===== config.mk =====
export PLATFORM = sky130hd
export DESIGN_NAME = etd_map
export DESIGN_NICKNAME = d
export VERILOG_FILES = /design/src/rtl/etd_pkg.sv /design/src/rtl/etd_map.sv
export SDC_FILE = /design/constraint.sdc
export NUM_CORES = 1
export LEC_CHECK = 0
export BUFFER_PORTS_ARGS = -buffer_cell sky130_fd_sc_hd__buf_2
export CAP_MARGIN = 20
export CORE_MARGIN = 2
export CORE_UTILIZATION = 30
export DETAILED_ROUTE_END_ITERATION = 12
export GPL_ROUTABILITY_DRIVEN = 1
export PLACE_DENSITY_LB_ADDON = 0.3
export SLEW_MARGIN = 40
export SYNTH_ARGS = -nofsm -noshare
export SYNTH_HDL_FRONTEND = slang
export SYNTH_SLANG_ARGS = --single-unit

===== constraint.sdc =====
create_clock -name clk -period 12.7 [get_ports clk]
set_clock_uncertainty 0.1 [all_clocks]
set_input_delay 1.905 -clock clk [delete_from_list [all_inputs] [get_ports clk]]
set_output_delay 1.905 -clock clk [all_outputs]
set_load 0.03 [all_outputs]

===== src/rtl/etd_pkg.sv =====
// Shared widths, register indices, reset values and helpers for the escape-time dwell block.
package etd_pkg;

  localparam int CFG_W       = 32;
  localparam int LIMIT_W     = 16;
  localparam int PIX_W       = 6;
  localparam int DWELL_W     = 16;
  localparam int CFG_IDX_W   = 3;

  localparam int IMAGE_ROWS_DEF = 64;
  localparam int FRAC_BITS_DEF  = 28;

  localparam logic [CFG_IDX_W-1:0] REG_CORNER_REAL = 3'd0;
  localparam logic [CFG_IDX_W-1:0] REG_CORNER_IMAG = 3'd1;
  localparam logic [CFG_IDX_W-1:0] REG_STEP_REAL   = 3'd2;
  localparam logic [CFG_IDX_W-1:0] REG_STEP_IMAG   = 3'd3;
  localparam logic [CFG_IDX_W-1:0] REG_ITER_LIMIT  = 3'd4;

  localparam logic [CFG_W-1:0]   CORNER_REAL_RST = 32'hE000_0000;
  localparam logic [CFG_W-1:0]   CORNER_IMAG_RST = 32'hE000_0000;
  localparam logic [CFG_W-1:0]   STEP_REAL_RST   = 32'h0100_0000;
  localparam logic [CFG_W-1:0]   STEP_IMAG_RST   = 32'h0100_0000;
  localparam logic [LIMIT_W-1:0] ITER_LIMIT_RST  = 16'd100;

  // signed width of (rows - 1 - row) for any 6-bit row
  function automatic int rmul_width(input int rows);
    return $clog2(rows) + PIX_W + 2;
  endfunction

  // width of the exact point coordinate
  function automatic int coord_width(input int rows, input int frac);
    int a;
    int b;
    a = CFG_W + 1 + rmul_width(rows);
    b = frac + 5;
    return (a > b) ? a : b;
  endfunction

endpackage


===== src/rtl/etd_map.sv =====
// Pixel to complex-plane mapping, registered on input acceptance.
module etd_map import etd_pkg::*; #(
  parameter int IMAGE_ROWS = IMAGE_ROWS_DEF,
  parameter int FRAC_BITS  = FRAC_BITS_DEF
) (
  input  logic                    clk,
  input  logic                    load,
  input  logic [PIX_W-1:0]        pixel_col,
  input  logic [PIX_W-1:0]        pixel_row,
  input  logic signed [CFG_W-1:0] corner_real,
  input  logic signed [CFG_W-1:0] corner_imag,
  input  logic signed [CFG_W-1:0] step_real,
  input  logic signed [CFG_W-1:0] step_imag,
  output logic signed [coord_width(IMAGE_ROWS, FRAC_BITS)-1:0] c_re_r,
  output logic signed [coord_width(IMAGE_ROWS, FRAC_BITS)-1:0] c_im_r
);

  localparam int RMUL_W = rmul_width(IMAGE_ROWS);
  localparam int CW     = coord_width(IMAGE_ROWS, FRAC_BITS);

  logic signed [RMUL_W-1:0] rmul;
  logic signed [PIX_W:0]    col_s;
  logic signed [CW-1:0]     c_re_nxt;
  logic signed [CW-1:0]     c_im_nxt;

  assign col_s    = $signed({1'b0, pixel_col});
  assign rmul     = RMUL_W'(IMAGE_ROWS - 1) - RMUL_W'(pixel_row);
  assign c_re_nxt = CW'(corner_real) + CW'(col_s) * CW'(step_real);
  assign c_im_nxt = CW'(corner_imag) + CW'(rmul) * CW'(step_imag);

  always_ff @(posedge clk) begin
    if (load) begin
      c_re_r <= c_re_nxt;
      c_im_r <= c_im_nxt;
    end
  end

endmodule


* Yosys cells after proc, flatten, opt, wreduce, memory -nomap -nowiden *
Cells that the tools add are included.

word-level totals
  register bits = 94
  latch bits = 0
  memory bits (writable) = 0
  bits in read-only memories = 0
  bits of input ports = 142
  output and inout port bits = 94
  word-level logic and storage cells = 7
  memories kept = 0

cells by class
  add/subtract/negate cells = 3
  $mul = 2
  div/mod/pow operators = 0
  $lt $le $gt $ge = 0
  equality and inequality tests = 0
  shift operators = 0
  mux-type cells = 0
  bitwise operators = 0
  reduce and logical (&&, ||, !) cells = 0

operators with widths
  cell                                                               count
  32-bit by 39-bit adder with 40-bit output                          2
  7-bit by 32-bit multiplier with 39-bit output                      2
  6-bit by 6-bit subtractor with 7-bit output, first input constant  1

* Depth between registers and ports, before layout *
Gate-level depths: netlist of the first run.

  depth in word-level cells = 3
  depth in mapped cells = 20
  mapped depth without buffers = 19

* Worst setup path after synthesis of the first run *
Ideal clock, no wire load.

  kind = input to register
  start = in pixel_col[1]
  end = reg c_re_r[38], data pin
  setup time = 0.264 ns
  data arrival time = 6.223 ns
  data required time = 12.336 ns
  path slack = 6.113 ns
  stages = 19
  path buffers = 1
  path through = clkbuf_1 nand2_1 fa_1 inv_1 fa_1 fa_1 inv_1 fa_1 inv_1 ha_1 a21oi_1 o21a_1 o22ai_2 a21oi_2 a31oi_4 a31oi_4 or4_4 a31oi_1 xor2_1

on the way
  cells in the longest elaborated chain, start to end = 2

ends and longest elaborated chain
  element                                        RTL line       source
  from (decl)                                    etd_map.sv:8   input logic [PIX_W-1:0] pixel_col,
  7-bit by 32-bit multiplier with 39-bit output  etd_map.sv:28  assign c_re_nxt = CW'(corner_real) + CW'(col_s) * CW'(step_real);
  32-bit by 39-bit adder with 40-bit output      etd_map.sv:28
  net c_re_nxt[38]                               etd_map.sv:23  logic signed [CW-1:0] c_re_nxt;
  to (signal assigned)                           etd_map.sv:33  c_re_r <= c_re_nxt;
  to (decl)                                      etd_map.sv:14  output logic signed [coord_width(IMAGE_ROWS, FRAC_BITS)-1:0] c_re_r,

The timed path passes the listed nets, and every way through them passes these cells.
A chain may end at the register's enable or synchronous reset.

* Worst setup path after layout of the first run *
  start = in pixel_col[1]
  end = reg c_re_r[37], data pin

Same word-level chain as after synthesis.

==> impl_results.md, run 1 <==
- F_max: 139.1 MHz
- Pin count of the biggest net entering global routing: 48
- RSZ-0062 raised after global routing: no
- Post-synth top area share: 36.65%
- Horiz. Die Dim: 251.3 µm
- Wirelength per Cell: 16.25 µm
- Inserted Clock Buffers: 9
- # port buffers: 235
- Final Critical Period: 7.188 ns
- Total track usage: between 10% and 20%
- CP max stage cell: fa_1
- Most frequent CP cell: fa_1
- Leak: 10.37 nW
- DR DRC count: 0
- Clock Tree Root: clkbuf_16
- Fillers: about 6,300
- Cell variety after synth: 56
- Synthesis Warnings: 0
- Met2 WL: 23.39 mm
- Hold_buf cts: 0
- Largest cells by area after synthesis: fa_1, edfxtp_1, ha_1, inv_1, nand2b_1
- Area post-placement: approximately 20,000 µm²
- Crit Path Max Fanout: 32
- Reg area: 2402 µm²
- Worst min path class: in2reg
- TritonCTS clock tree: yes
- Sequential-to-total area share from yosys stat: 13.09%
- Clock H-tree levels: 3
- # setup viols final: 0
- Detailed Route WL: 48.18 mm
- Via count: roughly 14,000
- Synthesized flop and latch total: 80
- Core Box Area: 60,470 µm²
- Post-DP HPWL: roughly 40 mm
- Die Area: around 63,000 µm²
- IO Count: 236
- Syn Area/Cell: 9.223 µm²
- Syn Std Cell Area: 18,350 µm²
- Crit path max-delay family: adder cells
- Fin. Hold Viols: 0
- Initial antenna violation count: 5
- Required @ worst endpoint: 12.72 ns
- Top layer in use: met5
- Sink Count: 80
- Worst Tran Pin Value: 0.7474 ns
- GPL Wtd Cong: around 0.87
- Final slew viol count: 0
- Area occupied by multi-input gates: 13,800 µm²
- Setup TNS: 0 ns
- Worst ir drop on vdd: ~0.10 mV
- CP arrival: 7.20 ns
- CP Buf/Inv Count: 4
- Max clock buf depth: 2
- Number of synthesized flops with an enable pin: 80
- Post CTS Setup Buffer Count: 0
- CP Launch Type: input pin
- Status: completed
- Syn_nets: 2,632
- Max Cap Viol: 0
- Total gr overflow: 0
- Max-slew headroom: 50.18%
- Vias per cell: 4.601
- Reg clk slew, reported paths: 0.07 ns
- Cts repair resizes: 0
- Crit. End Element: flip-flop
- Area leader, netlist: fa_1
- Area grow syn2layout: 11.75%
- Initial cell density of the core: between 30% and 40%
- CP Class: in2reg
- Die H: 251.3 µm
- Final instance area: approximately 21,000 µm²
- Row count: 90
- Share of cells above drive strength 1: 11.96%
- Post-synth top flop: edfxtp_1
- Synth async-reset ratio: 0%
- Hold path depth: 2
- Crit-path cells: buf_2 -> nand2_1 -> fa_1 -> inv_1 -> fa_1 -> fa_1 -> inv_1 -> fa_1 -> inv_1 -> ha_1 -> nand3_1 -> nor4_1 -> nor2_1 -> a21oi_1 -> o21ai_1 -> a21oi_1 -> o41a_1 -> a221oi_1 -> o211ai_1
- Initial DRC count: 582
- Met1 wire length: 21.46 mm
- First-pass GRT wire length: 78.70 mm
- Power Density: approximately 230 nW/µm²
- TritonRoute pass-1 iters: 5
- Met3 WL: 2.597 mm
- Post-DRT Antenna Nets: 0
- Cell count along the critical path: 19
- Final Cycle Share: between 50% and 60%
- Number of global-route vias before repair: between 10,000 and 15,000
- Nets: 2,819
- Syn Inst Count: ~2,000
- Delay of the slowest critical-path stage: 0.58 ns
==> cell families (layout without fill, tap and decap cells) <==
kind of cell / after synthesis / in the layout / share of synthesized area [%]
buffers and inverters: 559 / 751 / 11.73
and+or+nand+nor: 557 / 557 / 15.98
adders and majority gates: 500 / 500 / 47.83
AOI/OAI and AO/OA: 224 / 224 / 8.030
DFF: 80 / 80 / 13.09
xor gates and xnor gates: 69 / 69 / 3.293
muxes: 1 / 1 / 0.05454
other: 0 / 2 / 0
==> area by class of cell <==
class | instances | share of cell area (%)
clock inverter | 6 | 0.1769
antenna | 2 | 0.02440
multi-input combinational | 1351 | 67.28
sequential | 80 | 11.71
inverter | 499 | 9.133
tap | 782 | 4.771
clock buffer | 10 | 1.116
timing repair buffer | 236 | 5.783
==> through the flow <==
| step | instances | util, % | hold WS [ns] | setup WS [ns] | total power, mW |
|---|---|---|---|---|---|
| after global routing | 2965 | 33.91 | 1.709 | 5.172 | 5.150 |
| after CTS | 2964 | 33.91 | 1.691 | 5.545 | 4.692 |
| after detailed placement | 2948 | 33.47 | 2.114 | 5.134 | 4.385 |
| after global placement | 2948 | 33.47 | 2.105 | 5.241 | 4.368 |
| after floorplan | 1990 | - | 1.918 | 6.113 | 3.478 |
| final | 2966 | 33.92 | 1.715 | 5.512 | 4.638 |
==> final timing paths <==
kind      startpoint         end  slack (ns)
max     pixel_col[1]  c_re_r[37]        5.51
min   corner_imag[0]   c_im_r[0]        1.71
==> flip-flops by register name, indices dropped and copies added, names as in the netlist <==
name / count
c_im_r: 40
c_re_r: 40
==> placed cells by master, fill, tap and decap left out, types with 2 or more instances in the layout <==
| cell | Yosys | routed |
|---|---|---|
| or3_1 | 3 | 3 |
| o21ai_1 | 7 | 7 |
| a21oi_1 | 78 | 78 |
| nor2b_1 | 88 | 88 |
| a31o_1 | 2 | 2 |
| clkinv_2 | 0 | 4 |
| edfxtp_1 | 80 | 80 |
| o22ai_1 | 2 | 2 |
| a31oi_4 | 2 | 2 |
| nand2_1 | 164 | 164 |
| and2_1 | 79 | 79 |
| nor3_1 | 14 | 14 |
| a21o_1 | 35 | 35 |
| nor4_1 | 4 | 4 |
| diode_2 | 0 | 2 |
| clkbuf_16 | 0 | 9 |
| a41oi_1 | 4 | 4 |
| fa_1 | 336 | 336 |
| a211oi_1 | 4 | 4 |
| ha_1 | 164 | 164 |
| xnor2_1 | 48 | 48 |
| nand2b_1 | 128 | 128 |
| a221oi_1 | 4 | 4 |
| nand3_1 | 15 | 15 |
| buf_4 | 14 | 2 |
| o31ai_1 | 2 | 2 |
| and3_1 | 5 | 5 |
| o21a_1 | 13 | 13 |
| inv_1 | 499 | 499 |
| o21ai_0 | 32 | 32 |
| xor2_1 | 21 | 21 |
| buf_2 | 1 | 234 |
| a21boi_0 | 3 | 3 |
| a31oi_1 | 8 | 8 |
| nand4_1 | 7 | 7 |
| o211ai_1 | 4 | 4 |
| o21bai_1 | 9 | 9 |
| nor2_1 | 46 | 46 |
==> layer usage <==
| metal | track usage [%] | vias up |
|---|---|---|
| met5 | 0 | - |
| met4 | 3.622 | 8 |
| met3 | 3.023 | 44 |
| met2 | 26.88 | 340 |
| met1 | 20.91 | 6848 |
| li1 | - | 6408 |
==> where the power goes <==
group          internal (mW)  leakage [nW]  switching (mW)  total (mW)
Clock                  0.132         0.132           0.132       0.263
Sequential             0.597         0.783          0.0646       0.662
Combinational           1.43          9.45            2.28        3.71
==> synth_stat cells, types with 2 or more instances <==
library cell and count:
a211oi_1 4, a21boi_0 3, a21o_1 35, a21oi_1 78, a221oi_1 4, a31o_1 2
a31oi_1 8, a31oi_4 2, a41oi_1 4, and2_1 79, and3_1 5, buf_4 14
clkbuf_1 45, edfxtp_1 80, fa_1 336, ha_1 164, inv_1 499, nand2_1 164
nand2b_1 128, nand3_1 15, nand4_1 7, nor2_1 46, nor2b_1 88, nor3_1 14
nor4_1 4, o211ai_1 4, o21a_1 13, o21ai_0 32, o21ai_1 7, o21bai_1 9
o22ai_1 2, o31ai_1 2, or3_1 3, xnor2_1 48, xor2_1 21
Power figures use the tool's default switching activity.
==> run 2: changes to the inputs <==
==> constraint.sdc (replaced) <==
create_clock -name clk -period 6.9 [get_ports clk]
set_clock_uncertainty 0.1 [all_clocks]
set_input_delay 1.035 -clock clk [delete_from_list [all_inputs] [get_ports clk]]
set_output_delay 1.035 -clock clk [all_outputs]
set_load 0.03 [all_outputs]
==> impl_results.md, run 2 (synthesized netlist as in run 1, its figures left out) <==
- Status: completed (unchanged)
- Fin. Hold Viols: 0 (unchanged)
- Max-slew headroom: 51.33% (was 50.18%)
- TritonRoute pass-1 iters: 5 (unchanged)
- Reg clk slew, reported paths: 0.07 ns (about the same)
- Total gr overflow: 0 (unchanged)
- Post-DRT Antenna Nets: 0 (unchanged)
- Max Cap Viol: 0 (unchanged)
- Nets: 2,836 (was 2,819)
- Commonest non-fill, non-tap cell in the layout: inv_1 (unchanged)
- Initial antenna violation count: 3 (was 5)
- Clock share of power: 6.1% (was 5.7%)
- IO Count: 236 (unchanged)
- Vias per cell: 4.589 (was 4.601)
- Clock H-tree levels: 3 (unchanged)
- # placed instances: 2,965 (was 2,948)
- Horiz. Die Dim: 251.3 µm (unchanged)
- Post CTS Setup Buffer Count: 0 (unchanged)
- Inserted Clock Buffers: 9 (unchanged)
- Biggest regs: c_im_r x40, c_re_r x40 (unchanged)
- Row count: 90 (unchanged)
- Max clock buf depth: 2 (unchanged)
- Core Box Area: 60,470 µm² (unchanged)
- Die H: 251.3 µm (unchanged)
- Fillers: 6,236 (was 6,266)
- Final slew viol count: 0 (unchanged)
- Detailed Route WL: 48.19 mm (was 48.18 mm)
- Cell Count, Final, Fillers Out: 2,981 (was 2,966)
- Number of global-route vias before repair: 14,764 (was 14,867)
- Worst slack, placed: 0.3115 ns (was 5.134 ns)
- Setup slack after layout: 0.6952 ns (was 5.512 ns)
- Most frequent cells in the layout: inv_1, fa_1, buf_2 (unchanged)
- Via count: 13,679 (was 13,648)
- Initial DRC count: 534 (was 582)
- Area post-placement: 20,390 µm² (was 20,240 µm²)
- TritonCTS clock tree: yes (unchanged)
- Cts repair resizes: 0 (unchanged)
- Initial cell density of the core: 30.35% (unchanged)
- Wirelength per Cell: 16.17 µm (was 16.25 µm)
- Final Cycle Share: 89.92%
- # setup viols final: 0 (unchanged)
- Hold_buf cts: 0 (unchanged)
- Worst ir drop on vdd: 0.1832 mV (was 0.1009 mV)
- CP Class: in2reg (unchanged)
- Total track usage: 15.75% (was 15.85%)
- Pin count of the biggest net entering global routing: 48 (unchanged)
- Sw frac: 53.04% (was 53.39%)
- Power Density: 419.4 nW/µm² (was 226.1 nW/µm²)
- Psw: 4.601 mW (was 2.476 mW)
- Worst Tran Pin Value: 0.7301 ns (was 0.7474 ns)
- Worst min path class: in2reg (unchanged)
- First-pass GRT wire length: 78.40 mm (was 78.70 mm)
- DR DRC count: 0 (unchanged)
- Seq pwr share: 14.1% (was 14.3%)
- Final Critical Period: 6.205 ns
- F_max: ~160 MHz
- Area grow syn2layout: 12.68% (was 11.75%)
- RSZ-0062 raised after global routing: no (unchanged)
- Final instance area: 20,680 µm² (was 20,510 µm²)
- Sink Count: 80 (unchanged)
- Combinational group share of total power: 79.9% (was 80.1%)
- Share of cells above drive strength 1: 12.60% (was 11.96%)
- Leak: 10.47 nW (was 10.37 nW)
- # port buffers: 235 (unchanged)
- Setup TNS: 0 ns (unchanged)
- CP arrival: 6.22 ns (was 7.20 ns)
- Die Area: 63,170 µm² (unchanged)
- Required @ worst endpoint: 6.92 ns (was 12.72 ns)
- Int Power: 4.073 mW (was 2.162 mW)
- Crit Path Max Fanout: 26 (was 32)
- CP Launch Type: input pin (unchanged)
- Antenna diodes: 0 (was 2)
- Clock Tree Root: clkbuf_16 (unchanged)
- Post-DP HPWL: 40.63 mm (was 40.39 mm)
- GPL Wtd Cong: 0.8629 (was 0.8657)
- Crit. End Element: flip-flop (unchanged)
==> run 2: cell count changes in the layout (fill, tap and decap cells not counted), sizes merged <==
cell    previous run  this run
clkinv             5         4
buf              236       253
bufinv             0         1
diode              2         0
==> run 2: power groups by stage <==
stage | sequential, mW | clock [mW] | combinational (mW)
6_report | 1.22 | 0.527 | 6.93
2_1_floorplan | 1.66 | 0 | 4.74
3_3_place_gp | 1.25 | 0 | 6.86
5_1_grt | 1.25 | 0.558 | 7.78
4_1_cts | 1.24 | 0.550 | 6.98
3_5_place_dp | 1.25 | 0 | 6.91
==> run 2: per-layer routing <==
layer  GRT usage, %  part of all wire (%)  up-vias
li1               -                     -     6441
met1          20.80                    45     6884
met2          26.98                    49      314
met3          3.054                   5.0       34
met4          2.874                   1.0        6
met5              0                 0.085        -
==> run 2: path summary, 6_finish.rpt <==
check / start / end / slack, ns / cells after the start
max: pixel_row[1] / c_im_r[37] / 0.70 / 20
min: corner_imag[0] / c_im_r[0] / 0.85 / 2
==> run 2: area by class of cell <==
type / count / area [µm²] / area share (%)
Timing Repair Buffer: 253 / 1339 / 6.473
Multi-Input combinational cell: 1351 / 13800 / 66.73
Tap cell: 782 / 978.4 / 4.731
Inverter: 499 / 1873 / 9.057
Sequential cell: 80 / 2402 / 11.62
Clock buffer: 10 / 229.0 / 1.107
Clock inverter: 6 / 60.06 / 0.2904
==> run 2: worst max-delay path, cell delays in order <==
cell and delay, ns:
buf_2 0.26, buf_4 0.24, nand2b_1 0.16, fa_1 0.53, inv_1 0.05, fa_1 0.50
fa_1 0.49, inv_1 0.05, fa_1 0.49, inv_1 0.05, ha_1 0.34, a21oi_1 0.16
o21ai_1 0.13, nor4_1 0.33, o211ai_1 0.28, a31o_1 0.28, a21o_1 0.20, a41oi_1 0.31
o31ai_1 0.14, xor2_1 0.15
==> run 2: stage by stage <==
stage	power [mW]	utilization [%]	hold slack, ns
2_1_floorplan	6.401	-	1.048
3_5_place_dp	8.155	33.72	1.246
6_report	8.673	34.20	0.8515
4_1_cts	8.770	34.20	0.8282
3_3_place_gp	8.108	33.72	1.236
5_1_grt	9.585	34.20	0.8422
